==> config.mk <==
export PLATFORM = sky130hd
export DESIGN_NAME = cec_ram
export DESIGN_NICKNAME = d
export VERILOG_FILES = /design/src/rtl/cec_ram.sv
export SDC_FILE = /design/constraint.sdc
export NUM_CORES = 2
export LEC_CHECK = 0
export BUFFER_PORTS_ARGS = -buffer_cell sky130_fd_sc_hd__buf_4
export CORE_ASPECT_RATIO = 1.25
export CORE_UTILIZATION = 35
export CTS_CLUSTER_DIAMETER = 50
export DETAILED_ROUTE_END_ITERATION = 16
export GPL_TIMING_DRIVEN = 0
export PLACE_DENSITY = 0.6
export SLEW_MARGIN = 20
export SYNTH_ARGS = -nofsm -noshare
export SYNTH_HDL_FRONTEND = slang
export SYNTH_SLANG_ARGS = --single-unit
==> constraint.sdc <==
create_clock -name clk -period 2.5 [get_ports clk]
set_clock_uncertainty 0.1 [all_clocks]
set_input_delay 0.375 -clock clk [delete_from_list [all_inputs] [get_ports clk]]
set_output_delay 0.375 -clock clk [all_outputs]
set_load 0.01 [all_outputs]
==> src/rtl/cec_ram.sv <==
`timescale 1ns / 1ps
`default_nettype none
// ----------------------------------------------------------------------------
// cec_ram
// simple dual-port synchronous ram, one write and one registered read port
// ----------------------------------------------------------------------------
module cec_ram #(
  parameter int WIDTH = 16,
  parameter int DEPTH = 256
) (
  input  wire logic                     clk,
  input  wire logic                     we,
  input  wire logic [$clog2(DEPTH)-1:0] waddr,
  input  wire logic [WIDTH-1:0]         wdata,
  input  wire logic [$clog2(DEPTH)-1:0] raddr,
  output logic      [WIDTH-1:0]         rdata
);

  logic [WIDTH-1:0] mem [DEPTH];

  always_ff @(posedge clk) begin
    if (we) begin
      mem[waddr] <= wdata;
    end
    rdata <= mem[raddr];
  end

endmodule
`default_nettype wire

==> qor.txt <==
TritonCTS buffer count = 433
Max-cap violations = 0
Most used routing layer = met2
Most frequently used cell type in the post-synthesis netlist = edfxtp_1
H-tree level count = 5
Worst Setup Slack post-DPL = -3.35 ns
Most frequent cell on the critical path = mux4_2
Antenna viol nets, final = 0
Max FO, Critical Path = 2
Worst setup slack after layout = -0.474 ns
Nets@finish = 8,166
Synthesized instance count = 7,360
Number of nets produced by synthesis = 7,394
IR drop worst, VDD = 0.747 mV
Post-layout minimum cycle time = 2.97 ns
Transition time at the pin with the least slew margin = 1.36 ns
Master of the slowest instance on the critical path = o32ai_4
Wire length of the first global-routing pass = 696,000 um
Estimated wirelength of the detail-placed design = 357,000 um
# DRC = 0
Slew HR = 0.0901
CP top delay family = multiplexers
Fin cells = 14,500
Area leader, netlist = edfxtp_1
Top-area cell type share of the netlist area = 0.775
Port Buffers = 39
Capturing element type of the critical path = flop
Synth cell types = 52
Cell breakdown of the critical path = mux4_2 -> mux4_2 -> a22o_4 -> o32ai_4 -> nor4_4
Number of placement rows = 276
Most used standard cells in the synthesized netlist = edfxtp_1, mux4_2, mux2i_1, nor2_1, o221ai_1
Prevailing post-synth register cell = edfxtp_1
Final setup violation count = 292
Count of flip-flops with a built-in enable after synthesis = 4,096
Synthesis warning total = 0
Clock tree from TritonCTS = yes
Fillers = 38,900
Final design instance area without fill = 189,000 um^2
Die Y-Extent = 755 um
CP Buf/Inv Count = 0
Startpoint of the tightest hold check path = waddr[1]
Utilization of the core after routing = 0.418
DR vias = 83,200
Class of the most critical hold timing path = input pin to flop
Launch point of the critical path = mem[59][7]
Mapped cell area = 159,000 um^2
Post-Synthesis Mean Instance Area = 21.6 um^2
Clk Latency, worst-skew pair = 1.04 ns
Area added between synthesis and finish = 19.0%
Sequential share of the synthesized area = 0.777
Area post-placement = 172,000 um^2
Cells taking the most area after synthesis = edfxtp_1, mux4_2, mux2i_1
Global routing met1 resource utilization = 0.255
Initial Util = 0.351
Reg clk slew, reported paths = 0.06 ns
RSZ-0062 raised after global routing = true
Overall die area = 456,000 um^2
Clock Tree Root = clkbuf_16
CP Data Arrival Time = 3.73 ns
Final hold violation count = 0
Number of DRC markers after the initial detailed-route iteration = 11,300
Routed wire length = 516,000 um
Number of max-slew violations in the final report = 0
Number of placed I/O pins = 50
Final weighted congestion in routability-driven placement = 1.01
Initial antenna violation count = 32
Async set-reset flop share out of synthesis = 0
Met2 track demand over resource in global routing = 0.366
Post-synthesis sequential element count = 4,112
Static Leak = 59.1 nW
Power per Cell Area = 784 nW/um^2
Via count of the first global-routing pass = 83,200
Worst slack on hold paths = 0.0638 ns
Startpoint types = flop
Clock Sinks = 4,112
Run status = finished with violations
Power after layout = 148 mW
Remaining Overflow, GRT = 0
Worst reg2reg path startpoint = mem[59][7]
Largest net degree at the start of global routing = 113
Endpoint required time on the critical path = 3.26 ns
Vias per cell = 5.75
Placed cells = 13,600
Max stage delay on crit path = 0.68 ns
Violated checks = setup timing
Routed wire per std cell = 35.7 um
Fmax = 336 MHz
Overall die width = 604 um
Critical path class = flop to flop
Share of layout cells above drive strength 1 = 0.316
Maximum count of clock buffers along a single path = 4
All-layer global routing usage = 0.222
Final TNS setup = -16.21 ns
Number of iterations in the first detailed-routing pass = 8
Met3 Resource Use GR = 0.0525
Final worst path period share = 1.19
Core Footprint = 452,000 um^2
==> worst paths after layout <==
path | endpoint | slack [ns] | depth (start not counted)
worst min register to register | rdata[14] | 1.03 | 6
worst max register to register | rdata[7] | -0.47 | 5
worst min-delay path | mem[3][12] | 0.06 | 4
worst max-delay path | rdata[7] | -0.47 | 5
==> layer usage <==
metal	wire [um]	share of wire
met1	176000	0.34
met4	43200	0.084
met3	47300	0.092
met2	249000	0.48
met5	409	0.00079
==> tightest hold or removal path, cell delays in order <==
cell and delay [ns]:
clkbuf_1 0.20, nand4_1 0.18, buf_4 0.16, nor2_2 0.09
==> placed cells by master, fill, tap and decap left out, drive strengths merged, types with 11 or more instances in the layout <==
cell type    count
nor4            18
edfxtp        4096
dfxtp           16
bufinv          30
o32ai           21
a22o            32
buf            550
nand3           35
clkinv         189
a21oi          175
nand4           26
o31ai           16
mux2i          565
o21ai           38
diode           16
nand2           38
clkbuf         738
mux2            88
inv             30
dlygate4sd3     16
a211oi          18
clkinvlp        23
o22ai          148
and3            11
o221ai         253
mux4           797
nor2           304
a221oi          28
a22oi           43
nor3            92
==> final cells by class <==
type,instances,area (um^2),area share
flip-flops and latches,4112,123000,0.653
multi-input cells,2792,35900,0.190
clock buffers,519,11300,0.0600
well taps,5977,7480,0.0396
repair buffers,337,4750,0.0251
plain buffers,452,3670,0.0194
clock inverters,268,2380,0.0126
diodes,16,40.0,0.000212
inverters,4,17.5,0.0000927
==> flip-flops by register name (all words and copies together) (netlist names) <==
| signal | cells |
|---|---|
| mem | 4096 |
| rdata | 16 |
==> power by group <==
group | leakage, nW | internal [mW] | switching [mW]
Sequential | 36.9 | 76.0 | 0.0481
Combinational | 15.5 | 3.00 | 6.38
Clock | 6.65 | 35.5 | 27.2
Total | 59.1 | 114 | 33.6
==> logic make-up (layout without fill, tap and decap cells) <==
family / after synthesis / in the layout / share of synthesized area
buf+inv: 456 / 1580 / 0.0169
other cells: 0 / 16 / 0
compound gates: 786 / 786 / 0.0354
simple gates: 556 / 556 / 0.0157
mux: 1450 / 1450 / 0.155
flops: 4112 / 4112 / 0.777
==> what timing repair did <==
action / in CTS / in global routing
hold buffers: 16 / 0
gates resized for setup: 513 / 209
buffers inserted: 24 / 22
setup endpoints to repair: 671 / 927
endpoints found under the hold margin: 1133 / 0
pin swaps: 57 / 53
Note: power is estimated with default switching activity, not from simulation.
