==> config.mk <==
export PLATFORM = sky130hd
export DESIGN_NAME = cec_div
export DESIGN_NICKNAME = d
export VERILOG_FILES = /design/src/rtl/cec_pkg.sv /design/src/rtl/cec_div.sv
export SDC_FILE = /design/constraint.sdc
export NUM_CORES = 1
export LEC_CHECK = 0
export ABC_AREA = 1
export BUFFER_PORTS_ARGS = -buffer_cell sky130_fd_sc_hd__buf_2
export CORE_MARGIN = 4
export CORE_UTILIZATION = 55
export CTS_CLUSTER_SIZE = 20
export DETAILED_ROUTE_END_ITERATION = 7
export PLACE_DENSITY = 0.91
export SLEW_MARGIN = 15
export SYNTH_ARGS = -nofsm -noshare
export SYNTH_HDL_FRONTEND = slang
export SYNTH_SLANG_ARGS = --single-unit
==> constraint.sdc <==
create_clock -name clk -period 5 [get_ports clk]
set_clock_uncertainty 0.1 [all_clocks]
set_input_delay 0.5 -clock clk [delete_from_list [all_inputs] [get_ports clk]]
set_output_delay 0.5 -clock clk [all_outputs]
set_load 0.05 [all_outputs]
==> src/rtl/cec_pkg.sv <==
`timescale 1ns / 1ps
`default_nettype none
// ----------------------------------------------------------------------------
// cec_pkg
// shared types, register codes and defaults of the correlation echo canceller
// ----------------------------------------------------------------------------
package cec_pkg;

  // default geometry
  localparam int HIST_DEPTH_DEF = 256;
  localparam int COEF_FRAC_DEF  = 24;

  // fixed datapath widths
  localparam int SMP_W = 16;
  localparam int CFG_W = 16;
  localparam int ACC_W = 64;
  localparam int QUO_W = 32;

  // register reset values
  localparam logic [7:0]  TAP_ORDER_RST  = 8'd31;
  localparam logic [7:0]  WINDOW_LEN_RST = 8'd64;
  localparam logic [15:0] ADAPT_DIV_RST  = 16'd16;

  typedef enum logic [1:0] {
    CFG_TAP_ORDER  = 2'd0,
    CFG_WINDOW_LEN = 2'd1,
    CFG_ADAPT_DIV  = 2'd2
  } cfg_index_t;

  typedef enum logic [3:0] {
    S_CLEAR,
    S_IDLE,
    S_FIR_RUN,
    S_FIR_WAIT,
    S_FIR_DONE,
    S_COR_RUN,
    S_COR_WAIT,
    S_DEN,
    S_DIV_START,
    S_DIV_WAIT,
    S_UPDATE
  } cec_state_t;

  typedef struct packed {
    logic busy;
    logic done;
  } div_status_t;

endpackage
`default_nettype wire

==> src/rtl/cec_div.sv <==
`timescale 1ns / 1ps
`default_nettype none
// ----------------------------------------------------------------------------
// cec_div
// restoring divider: min(mag * 2^FRAC / den, 2^31), one quotient bit a cycle
// ----------------------------------------------------------------------------
module cec_div
  import cec_pkg::*;
#(
  parameter int FRAC  = COEF_FRAC_DEF,
  parameter int DEN_W = 55
) (
  input  wire logic             clk,
  input  wire logic             rst,
  input  wire logic             start,
  input  wire logic [ACC_W-1:0] mag,
  input  wire logic [DEN_W-1:0] den,
  output div_status_t           status,
  output logic      [QUO_W-1:0] quotient
);

  localparam int SH   = QUO_W - FRAC;
  localparam int NH_W = ACC_W - SH;
  localparam int CMW  = (NH_W > DEN_W) ? NH_W : DEN_W;
  localparam int CNT_W = $clog2(QUO_W);
  localparam logic [QUO_W-1:0] CAP = {1'b1, {(QUO_W-1){1'b0}}};

  logic [DEN_W-1:0] den_q;
  logic [DEN_W-1:0] rem;
  logic [QUO_W-1:0] lo;
  logic [QUO_W-1:0] q;
  logic [CNT_W-1:0] cnt;
  logic             busy;
  logic             done;

  logic [NH_W-1:0]  num_hi;
  logic             ovf;
  logic [DEN_W:0]   trial;
  logic [DEN_W:0]   trial_sub;
  logic             fits;

  assign num_hi    = mag[ACC_W-1:SH];
  assign ovf       = CMW'(num_hi) >= CMW'(den);
  assign trial     = {rem, lo[QUO_W-1]};
  assign trial_sub = trial - {1'b0, den_q};
  assign fits      = trial >= {1'b0, den_q};

  always_ff @(posedge clk) begin
    if (rst) begin
      busy <= 1'b0;
      done <= 1'b0;
      cnt  <= '0;
    end else begin
      done <= 1'b0;
      if (start) begin
        den_q <= den;
        if (ovf) begin
          q    <= CAP;
          done <= 1'b1;
        end else begin
          rem  <= DEN_W'(num_hi);
          lo   <= {mag[SH-1:0], {FRAC{1'b0}}};
          q    <= '0;
          cnt  <= CNT_W'(QUO_W - 1);
          busy <= 1'b1;
        end
      end else if (busy) begin
        if (fits) begin
          rem <= trial_sub[DEN_W-1:0];
          q   <= {q[QUO_W-2:0], 1'b1};
        end else begin
          rem <= trial[DEN_W-1:0];
          q   <= {q[QUO_W-2:0], 1'b0};
        end
        lo  <= {lo[QUO_W-2:0], 1'b0};
        cnt <= cnt - 1'b1;
        if (cnt == '0) begin
          busy <= 1'b0;
          done <= 1'b1;
        end
      end
    end
  end

  // step magnitude never exceeds 2^31
  assign quotient    = (q > CAP) ? CAP : q;
  assign status.busy = busy;
  assign status.done = done;

endmodule
`default_nettype wire

==> impl_metrics.toml, run 1 <==
[clock_tree]
clock_latency_ns = 0.45
ctsHoldBuffers = 0
clkSinkCount = 157
ctsHtreeMaxLevel = 4
post_cts.repair.setup_buffers = 0
clkTransAtPathRegs_ns = 0.08
cts_buffers = 17
cts_tree = "built"
root_buffer = "clkbuf_16"
cts_buffer_depth = 2
cts_resized = 0

[pwr]
seqPwrFrac_pct = 37.2
leakagePower_nw = 8.15
pwr-share-clk_pct = 31.8
p_sw_share_pct = 37.9
p_comb_share_pct = 30.9
switchingPower_mw = 1.62
internal_power_mw = 2.65
power_density_mw_per_mm2 = 284
ir_drop_mv = 0.275

[routing]
dr_total_vias = 13135
drtPass1Iterations = 6
drt_iter0_drc = 1404
finalWirelength_um = 41700
drcViolationCount = 0
final_antenna_net_count = 0
drt-wirelength-per-cell_um = 17.0
viasPerCell = 5.35

[grt]
grt_pass1_wl_um = 65200
antenna_found_initial = 1
track_usage_pct = 31.2
grt_pass1_vias = 12699
grt_max_degree = 101
overflow = 0

[worst_setup_path]
crit_fanout = 33
arrival_ns = 3.87
cpMostUsedCell = "nand2_1"
crit_end = "rem[48]$_DFFE_PP_"
regToRegSetupSlack_ns = 1.34
ff2ff_path_depth = 15
crit_path_top_delay_cell = "nand2_4"
startpoint_type = "flop"
crit_chain = "ha_1 > fa_1 > inv_1 > nand3_1 > nand3_1 > nand2_1 > nand2_2 > nand3_1 > nand3_2 > nand3_4 > nand2_4 > nand2_2 > nand2_1 > nand2_1 > nand2_1"
required_ns = 5.21
critPathKind = "flop to flop"
crit_path_start = "den_q[0]$_DFFE_PP_"
r2r_end = "rem[48]$_DFFE_PP_"
r2r_start = "den_q[0]$_DFFE_PP_"
cp-end-kind = "flop"
max_stage_delay_ns = 0.43

[logic_synthesis]
synth-edff-count = 150
syn-num-nets = 2212
async_reset_ff_share_pct = 0
synth_cells = 1977
syn_area_mm2 = 0.0134
yosys.cell_types.count = 41
yosysWarnings = 0
yosysSeqAreaShare_pct = 34.8
ys_ff_latch = 157
ys.flop_type = "edfxtp_1"
syn_avg_cell_area_um2 = 6.76

[timing]
slew_viol_final = 0
max_slew_margin_pct = 29.9
finalHoldWorstSlack_ns = 0.135
hold_viol = 0
fmax_mhz = 273
setup_tns_ns = 0
setup_viol = 0
tightest_slew_ns = 1.05
timing.final.crit_share_pct = 73.3
rsz0062_at_grt = "no"
min_period_ns = 3.66

[finish]
area_delta_synth_final_pct = 12.6
final_nets = 2356
drive_gt1_share_pct = 10.7
antenna_cells = 0
layoutNonFillerInstCount = 2453

[flow_run]
max_cap_violations = 0

[die]
die_w_um = 164
fp.coreArea_mm2 = 0.0237
rows = 56
io_pins = 156
design.die.area_mm2 = 0.0268
start_util_pct = 56.4
die_h_um = 164

[outcome]
status = "finished clean"

[placement]
dp.cells = 2421
hpwl_um = 32900
gp_congestion = 1.04
portBuffers = 155

[worst_hold_path]
hold_class = "input port to flop"
==> cell families (layout without fill, tap and decap cells) <==
family	after synthesis	in the layout	share of synthesized area (%)
buffers and inverters	430	587	12.5
xor gates and xnor gates	23	23	1.51
and+or+nand+nor	1111	1111	34.7
DFF	157	157	34.8
adders and majority gates	113	113	10.6
AOI/OAI and AO/OA	143	143	5.91
==> synth_stat cells, drive strengths merged (4+ instances only) <==
master | n | area [µm²]
nand3b | 39 | 293
o21ai | 29 | 149
dfxtp | 7 | 140
nand3 | 119 | 618
inv | 390 | 1460
edfxtp | 150 | 4500
nand2 | 718 | 2710
o21bai | 12 | 90.1
nand4 | 23 | 144
nor2 | 195 | 772
a21boi | 6 | 45.0
o21a | 4 | 30.0
buf | 17 | 119
clkbuf | 21 | 78.8
xnor2 | 22 | 193
a21oi | 88 | 444
nor4 | 5 | 31.3
nor3 | 10 | 55.1
ha | 112 | 1400
==> sequential cells by signal (all words and copies together), names as in the netlist <==
register,flops
q,32
lo,8
cnt,5
busy,1
den_q,55
done,1
rem,55
==> final cells by class <==
class,count,area [µm²]
clock buffer,17,425
clock inverter,15,170
fill,2146,8630
inverter,392,1470
multi-input combinational,1390,7080
sequential,157,4640
tap,319,399
timing repair buffer,163,863
==> critical path, delay by kind of cell, from the launching register on <==
family                   cells  cell delay [ns]
adder cells (fa/ha/maj)      2             0.67
flip-flops                   1             0.38
buffers and inverters        1             0.09
AND/OR/NAND/NOR             12             2.27
==> power by group through the flow <==
stage	Clock [mW]	Sequential, mW	Combinational [mW]
4_1_cts	1.36	1.59	1.30
6_report	1.36	1.59	1.32
5_1_grt	1.42	1.60	1.47
2_1_floorplan	0	1.61	0.906
3_5_place_dp	0	1.62	1.28
3_3_place_gp	0	1.61	1.25
==> layout by cell type, fill, tap and decap left out, drive strengths merged, types with 5 or more instances in the layout <==
cell type and n:
a21boi 6, a21oi 88, buf 163, clkbuf 17, clkinv 9, dfxtp 7
edfxtp 150, ha 112, inv 397, nand2 718, nand3 119, nand3b 39
nand4 23, nor2 195, nor3 10, nor4 5, o21ai 29, o21bai 12
xnor2 22
==> metal layers <==
metal	vias to the layer above	global-route usage [%]	share of wire, %
met1	5955	42.7	43
met3	61	5.65	9.2
met5	-	0	0.017
li1	6481	-	-
met2	636	50.9	46
met4	2	8.84	2.3
==> worst min-delay path by stage <==
| stage | depth (start not counted) | slack, ns | from | endpoint |
|---|---|---|---|---|
| 2_1_floorplan | 2 | 0.37 | busy$_SDFFE_PP0P_ | busy$_SDFFE_PP0P_ |
| 3_3_place_gp | 2 | 0.40 | lo[29]$_DFFE_PP_ | lo[30]$_DFFE_PP_ |
| 3_5_place_dp | 2 | 0.40 | lo[29]$_DFFE_PP_ | lo[30]$_DFFE_PP_ |
| 4_1_cts | 1 | 0.13 | den[52] | den_q[52]$_DFFE_PP_ |
| 5_1_grt | 1 | 0.12 | den[53] | den_q[53]$_DFFE_PP_ |
| 6_report | 1 | 0.13 | den[52] | den_q[52]$_DFFE_PP_ |
==> metrics by stage <==
step	util [%]	power [mW]	cell area [µm²]	setup WS, ns
CTS	63.5	4.25	15000	1.36
detailed placement	61.0	2.90	14400	1.36
floorplan	-	2.51	13400	0.108
global placement	61.0	2.87	14400	1.49
finish	63.5	4.27	15000	1.34
global route	63.5	4.48	15000	1.11
Note: power is estimated with default switching activity, not from simulation.
==> inputs of run 2 (changes only) <==
--- a/config.mk
+++ b/config.mk
@@ -8,10 +8,10 @@
 export ABC_AREA = 1
 export BUFFER_PORTS_ARGS = -buffer_cell sky130_fd_sc_hd__buf_2
 export CORE_MARGIN = 4
-export CORE_UTILIZATION = 55
+export CORE_UTILIZATION = 56
 export CTS_CLUSTER_SIZE = 20
 export DETAILED_ROUTE_END_ITERATION = 7
-export PLACE_DENSITY = 0.91
+export PLACE_DENSITY = 0.89
 export SLEW_MARGIN = 15
 export SYNTH_ARGS = -nofsm -noshare
 export SYNTH_HDL_FRONTEND = slang
==> constraint.sdc (replaced) <==
create_clock -name clk -period 3.8 [get_ports clk]
set_clock_uncertainty 0.1 [all_clocks]
set_input_delay 0.38 -clock clk [delete_from_list [all_inputs] [get_ports clk]]
set_output_delay 0.38 -clock clk [all_outputs]
set_load 0.05 [all_outputs]
==> impl_metrics.toml, run 2 (same netlist as run 1, synthesis figures left out) <==
[finish]
area_delta_synth_final_pct = 12.9
layout_common_cells = "nand2_1, inv_1, nor2_1"
drive_gt1_share_pct = 10.9
regArea_mm2 = 0.00464
antenna_cells = 0
multi_input_area_mm2 = 0.00708
final_nets = 2361
reg_top3 = "den_q: 55 flops, rem: 55 flops, q: 32 flops"
nFillCells = 2084
final_common_cell = "nand2_1"

[routing]
wl_met3_um = 3770
final_antenna_net_count = 0
drtPass1Iterations = 6
finalWirelength_um = 41900
drt_iter0_drc = 1404
drt-wirelength-per-cell_um = 17.1
met2_wirelength_um = 19400
drcViolationCount = 0
dr_total_vias = 13254
wl_met1_um = 17900
highest_layer = "met4"
viasPerCell = 5.39

[timing]
setup_tns_ns = 0
min_period_ns = 3.27
hold_viol = 0
timing.final.crit_share_pct = 86.0
max_slew_margin_pct = 53.8
rsz0062_at_grt = "no"
fmax_mhz = 306
slew_viol_final = 0
setup_viol = 0
tightest_slew_ns = 0.691

[clock_tree]
cts_tree = "built"
cts_resized = 0
clkSinkCount = 157
ctsHoldBuffers = 0
clock_latency_ns = 0.45
root_buffer = "clkbuf_16"
cts_buffers = 17
clkTransAtPathRegs_ns = 0.09
cts_buffer_depth = 2
post_cts.repair.setup_buffers = 0
ctsHtreeMaxLevel = 4

[die]
rows = 56
die_w_um = 162
io_pins = 156
fp.coreArea_mm2 = 0.0235
die_h_um = 162
design.die.area_mm2 = 0.0264
start_util_pct = 56.9

[worst_hold_path]
worstHoldStart = "den[52]"
hold_class = "input port to flop"

[grt]
grt_pass1_wl_um = 65900
track_usage_pct = 31.8
antenna_found_initial = 0
grt_max_degree = 62
grt_pass1_vias = 12981
overflow = 0

[placement]
gp_congestion = 1.05
portBuffers = 155
hpwl_um = 33200

[flow_run]
max_cap_violations = 0

[worst_setup_path]
crit_chain = "ha_1 > fa_1 > inv_1 > nand3_1 > nand3_1 > nand2_1 > nand2_2 > nand3_1 > nand3_2 > nand3_4 > nand2_4 > nand2_2 > nand2_1 > nand2_1 > nand2_1"
cpMostUsedCell = "nand2_1"
crit_fanout = 24
crit_path_top_delay_cell = "nand2_2"
crit_path_start = "den_q[0]$_DFFE_PP_"
required_ns = 4.01
arrival_ns = 3.48
r2r_start = "den_q[0]$_DFFE_PP_"
startpoint_type = "flop"
max_stage_delay_ns = 0.44
path_buf_inv = 1
critPathKind = "flop to flop"
cp-end-kind = "flop"
crit_family = "simple AND/OR/NAND/NOR gates"

[outcome]
status = "finished clean"

[pwr]
power_density_mw_per_mm2 = 375
power_mw = 5.66
ir_drop_mv = 0.296
leakagePower_nw = 8.18
==> run 2: changes by cell type in the layout (fill, tap and decap cells not counted), sizes merged <==
cell,before,now
clkinvlp,1,0
inv,397,398
buf,163,168
==> run 2: stage by stage <==
stage / cell area (µm²) / util (%) / cells / setup slack, ns / hold WS [ns]
CTS: 15100 / 64.3 / 2458 / 0.594 / 0.00590
finish: 15100 / 64.3 / 2458 / 0.531 / 0.0104
detailed placement: 14500 / 61.7 / 2426 / 0.470 / 0.403
floorplan: 13400 / - / 1977 / 0.0768 / 0.374
global placement: 14500 / 61.7 / 2426 / 0.541 / 0.395
global route: 15100 / 64.3 / 2458 / 0.319 / 0.00417
==> run 2: final cells by class <==
| cell class | count | area share [%] |
|---|---|---|
| Clock buffer | 17 | 2.82 |
| Timing Repair Buffer | 168 | 5.97 |
| Clock inverter | 15 | 1.14 |
| Multi-Input combinational cell | 1390 | 46.9 |
| Tap cell | 319 | 2.65 |
| Inverter | 392 | 9.75 |
| Sequential cell | 157 | 30.8 |
==> run 2: final timing paths <==
path,slack [ns],endpoint,depth (start not counted)
worst max-delay path,0.53,rem[42]$_DFFE_PP_,15
worst min-delay path,0.01,den_q[52]$_DFFE_PP_,1
worst max register to register,0.53,rem[42]$_DFFE_PP_,15
worst min register to register,0.41,lo[31]$_DFFE_PP_,2
==> run 2: routing by layer <==
| metal | track usage [%] | vias to the layer above |
|---|---|---|
| met3 | 5.42 | 70 |
| met4 | 8.92 | 0 |
| met1 | 43.2 | 6078 |
| met2 | 52.8 | 625 |
| li1 | - | 6481 |
| met5 | 0 | - |
==> run 2: worst register-to-register path, cell delays in order, from the launching register on <==
cell and delay [ns]:
edfxtp_1 0.38, ha_1 0.25, fa_1 0.42, inv_1 0.11, nand3_1 0.07, nand3_1 0.19
nand2_1 0.11, nand2_2 0.12, nand3_1 0.09, nand3_2 0.14, nand3_4 0.09, nand2_4 0.26
nand2_2 0.45, nand2_1 0.22, nand2_1 0.07, nand2_1 0.06
==> run 2: power breakdown <==
part | switching [mW] | internal (mW)
clock | 0.927 | 0.890
combinational | 1.19 | 0.565
sequential | 0.0494 | 2.04
==> inputs of run 3 (changes only) <==
--- a/config.mk
+++ b/config.mk
@@ -12,6 +12,7 @@
 export CTS_CLUSTER_SIZE = 20
 export DETAILED_ROUTE_END_ITERATION = 7
 export PLACE_DENSITY = 0.89
+export SETUP_SLACK_MARGIN = 0.15
 export SLEW_MARGIN = 15
 export SYNTH_ARGS = -nofsm -noshare
 export SYNTH_HDL_FRONTEND = slang
==> constraint.sdc (replaced) <==
create_clock -name clk -period 3.3 [get_ports clk]
set_clock_uncertainty 0.1 [all_clocks]
set_input_delay 0.33 -clock clk [delete_from_list [all_inputs] [get_ports clk]]
set_output_delay 0.33 -clock clk [all_outputs]
set_load 0.05 [all_outputs]
==> impl_metrics.toml, run 3 (same netlist as run 1, synthesis figures left out) <==
[outcome]
status = "finished clean"

[pwr]
seqPwrFrac_pct = 36.5
p_sw_share_pct = 38.2
switchingPower_mw = 2.52
pwr-share-clk_pct = 31.3
internal_power_mw = 4.09
power_density_mw_per_mm2 = 420
ir_drop_mv = 0.374
leakagePower_nw = 8.44
p_comb_share_pct = 32.2

[clock_tree]
root_buffer = "clkbuf_16"
clkTransAtPathRegs_ns = 0.08
cts_buffer_depth = 2
clkSinkCount = 157
ctsHtreeMaxLevel = 4
cts_tree = "built"
cts_buffers = 17
clock_latency_ns = 0.45

[finish]
multi_input_area_mm2 = 0.00710
layout_common_cells = "nand2_1, inv_1, nor2_1"
antenna_cells = 0
area_delta_synth_final_pct = 17.7
drive_gt1_share_pct = 11.1
layoutNonFillerInstCount = 2516
final_common_cell = "nand2_1"
final_nets = 2419
reg_top3 = "den_q: 55 flops, rem: 55 flops, q: 32 flops"
nFillCells = 2031
regArea_mm2 = 0.00464

[placement]
portBuffers = 155
dp.cells = 2427
hpwl_um = 34300
gp_congestion = 1.01
place_ws_ns = 0.304

[worst_setup_path]
critPathKind = "input port to flop"
max_stage_delay_ns = 0.52
crit_chain = "dlygate4sd3_1 > buf_2 > inv_1 > ha_1 > nand2_1 > nor2_1 > nand3_1 > nor3b_1 > nand2_1 > nand2_1 > nand2_2 > nand2_2 > nor2_4 > buf_12 > clkbuf_16"
required_ns = 3.38
path_buf_inv = 5
regToRegSetupSlack_ns = 0.32
crit_path_top_delay_cell = "dlygate4sd3_1"
crit_family = "simple AND/OR/NAND/NOR gates"
crit_fanout = 16
startpoint_type = "input port"
cpMostUsedCell = "nand2_1"
arrival_ns = 3.07
cp-end-kind = "flop"

[routing]
drtPass1Iterations = 6
drt_iter0_drc = 1418
finalWirelength_um = 45400
drcViolationCount = 0
drt-wirelength-per-cell_um = 18.0
viasPerCell = 5.47
dr_total_vias = 13765
final_antenna_net_count = 0

[grt]
grt_max_degree = 64
grt_pass1_vias = 13102
grt_pass1_wl_um = 69100
overflow = 0
antenna_found_initial = 0
track_usage_pct = 33.5

[worst_hold_path]
hold_class = "input port to flop"

[timing]
rsz0062_at_grt = "yes"
slew_viol_final = 0
setup_slack_ns = 0.309
setup_viol = 0
timing.final.crit_share_pct = 90.6
setup_tns_ns = 0
fmax_mhz = 334
min_period_ns = 2.99
tightest_slew_ns = 0.886
max_slew_margin_pct = 40.9
hold_viol = 0

[flow_run]
max_cap_violations = 0

[die]
start_util_pct = 56.9
die_w_um = 162
io_pins = 156
die_h_um = 162
rows = 56
fp.coreArea_mm2 = 0.0235
design.die.area_mm2 = 0.0264
==> run 3: cell types whose count changed in the layout (fill, tap and decap cells not counted), moves of 2 or more <==
cell and change:
clkbuf_16 +2, inv_8 +2, inv_6 -2, nor2_2 +2
nand2_1 -2, nor2_1 -3, dlygate4sd3_1 +53
==> run 3: worst reg2reg max path, cell delays in order, from the launching register on <==
cell	delay, ns
edfxtp_1	0.42
ha_1	0.38
a21oi_1	0.31
o21ai_0	0.23
a21oi_1	0.18
buf_4	0.15
nand3_2	0.09
nor2_4	0.14
buf_4	0.38
nand3b_1	0.18
nand3_1	0.12
nand2_1	0.06
==> run 3: per-stage QoR <==
step | power, mW | hold slack (ns) | util (%) | cell area (µm²)
floorplan | 3.81 | 0.329 | - | 13400
global route | 6.91 | 0.0124 | 67.0 | 15700
CTS | 6.52 | 0.000954 | 66.5 | 15600
global placement | 4.37 | 0.397 | 61.7 | 14500
detailed placement | 4.43 | 0.408 | 61.7 | 14500
finish | 6.61 | 0.0133 | 67.0 | 15700
==> run 3: timing repair <==
action / 4_1_cts / 5_1_grt
setup endpoints to repair: 0 / 65
gates resized for setup: 0 / 12
hold buffers: 53 / 0
setup buffers: 0 / 1
hold endpoints to repair: 53 / 0
==> run 3: power groups by stage <==
stage / clock network [mW] / logic [mW] / registers, mW
after global placement: 0 / 1.93 / 2.45
final: 2.07 / 2.13 / 2.41
after detailed placement: 0 / 1.98 / 2.45
after global routing: 2.15 / 2.34 / 2.42
after CTS: 2.07 / 2.04 / 2.41
after floorplan: 0 / 1.37 / 2.43
==> run 3: final timing paths <==
kind	start	to	cells past startpoint
max	den[39]	rem[42]$_DFFE_PP_	15
min	den[48]	den_q[48]$_DFFE_PP_	1
max reg2reg	rem[50]$_DFFE_PP_	rem[27]$_DFFE_PP_	11
min reg2reg	lo[30]$_DFFE_PP_	lo[31]$_DFFE_PP_	2
==> run 3: final cells by class <==
type                       count  share of cell area [%]
multi-input combinational   1390                    45.1
sequential                   157                    29.5
timing repair buffer         226                    9.67
inverter                     392                    9.35
clock buffer                  17                    2.70
tap                          319                    2.54
clock inverter                15                    1.07
==> run 3: layer usage <==
metal	routed length [µm]	up-vias	global-route usage [%]
met5	0	-	0
met4	1250	0	9.30
met3	4580	83	5.54
met2	20400	761	54.0
met1	19200	6313	46.9
li1	-	6608	-
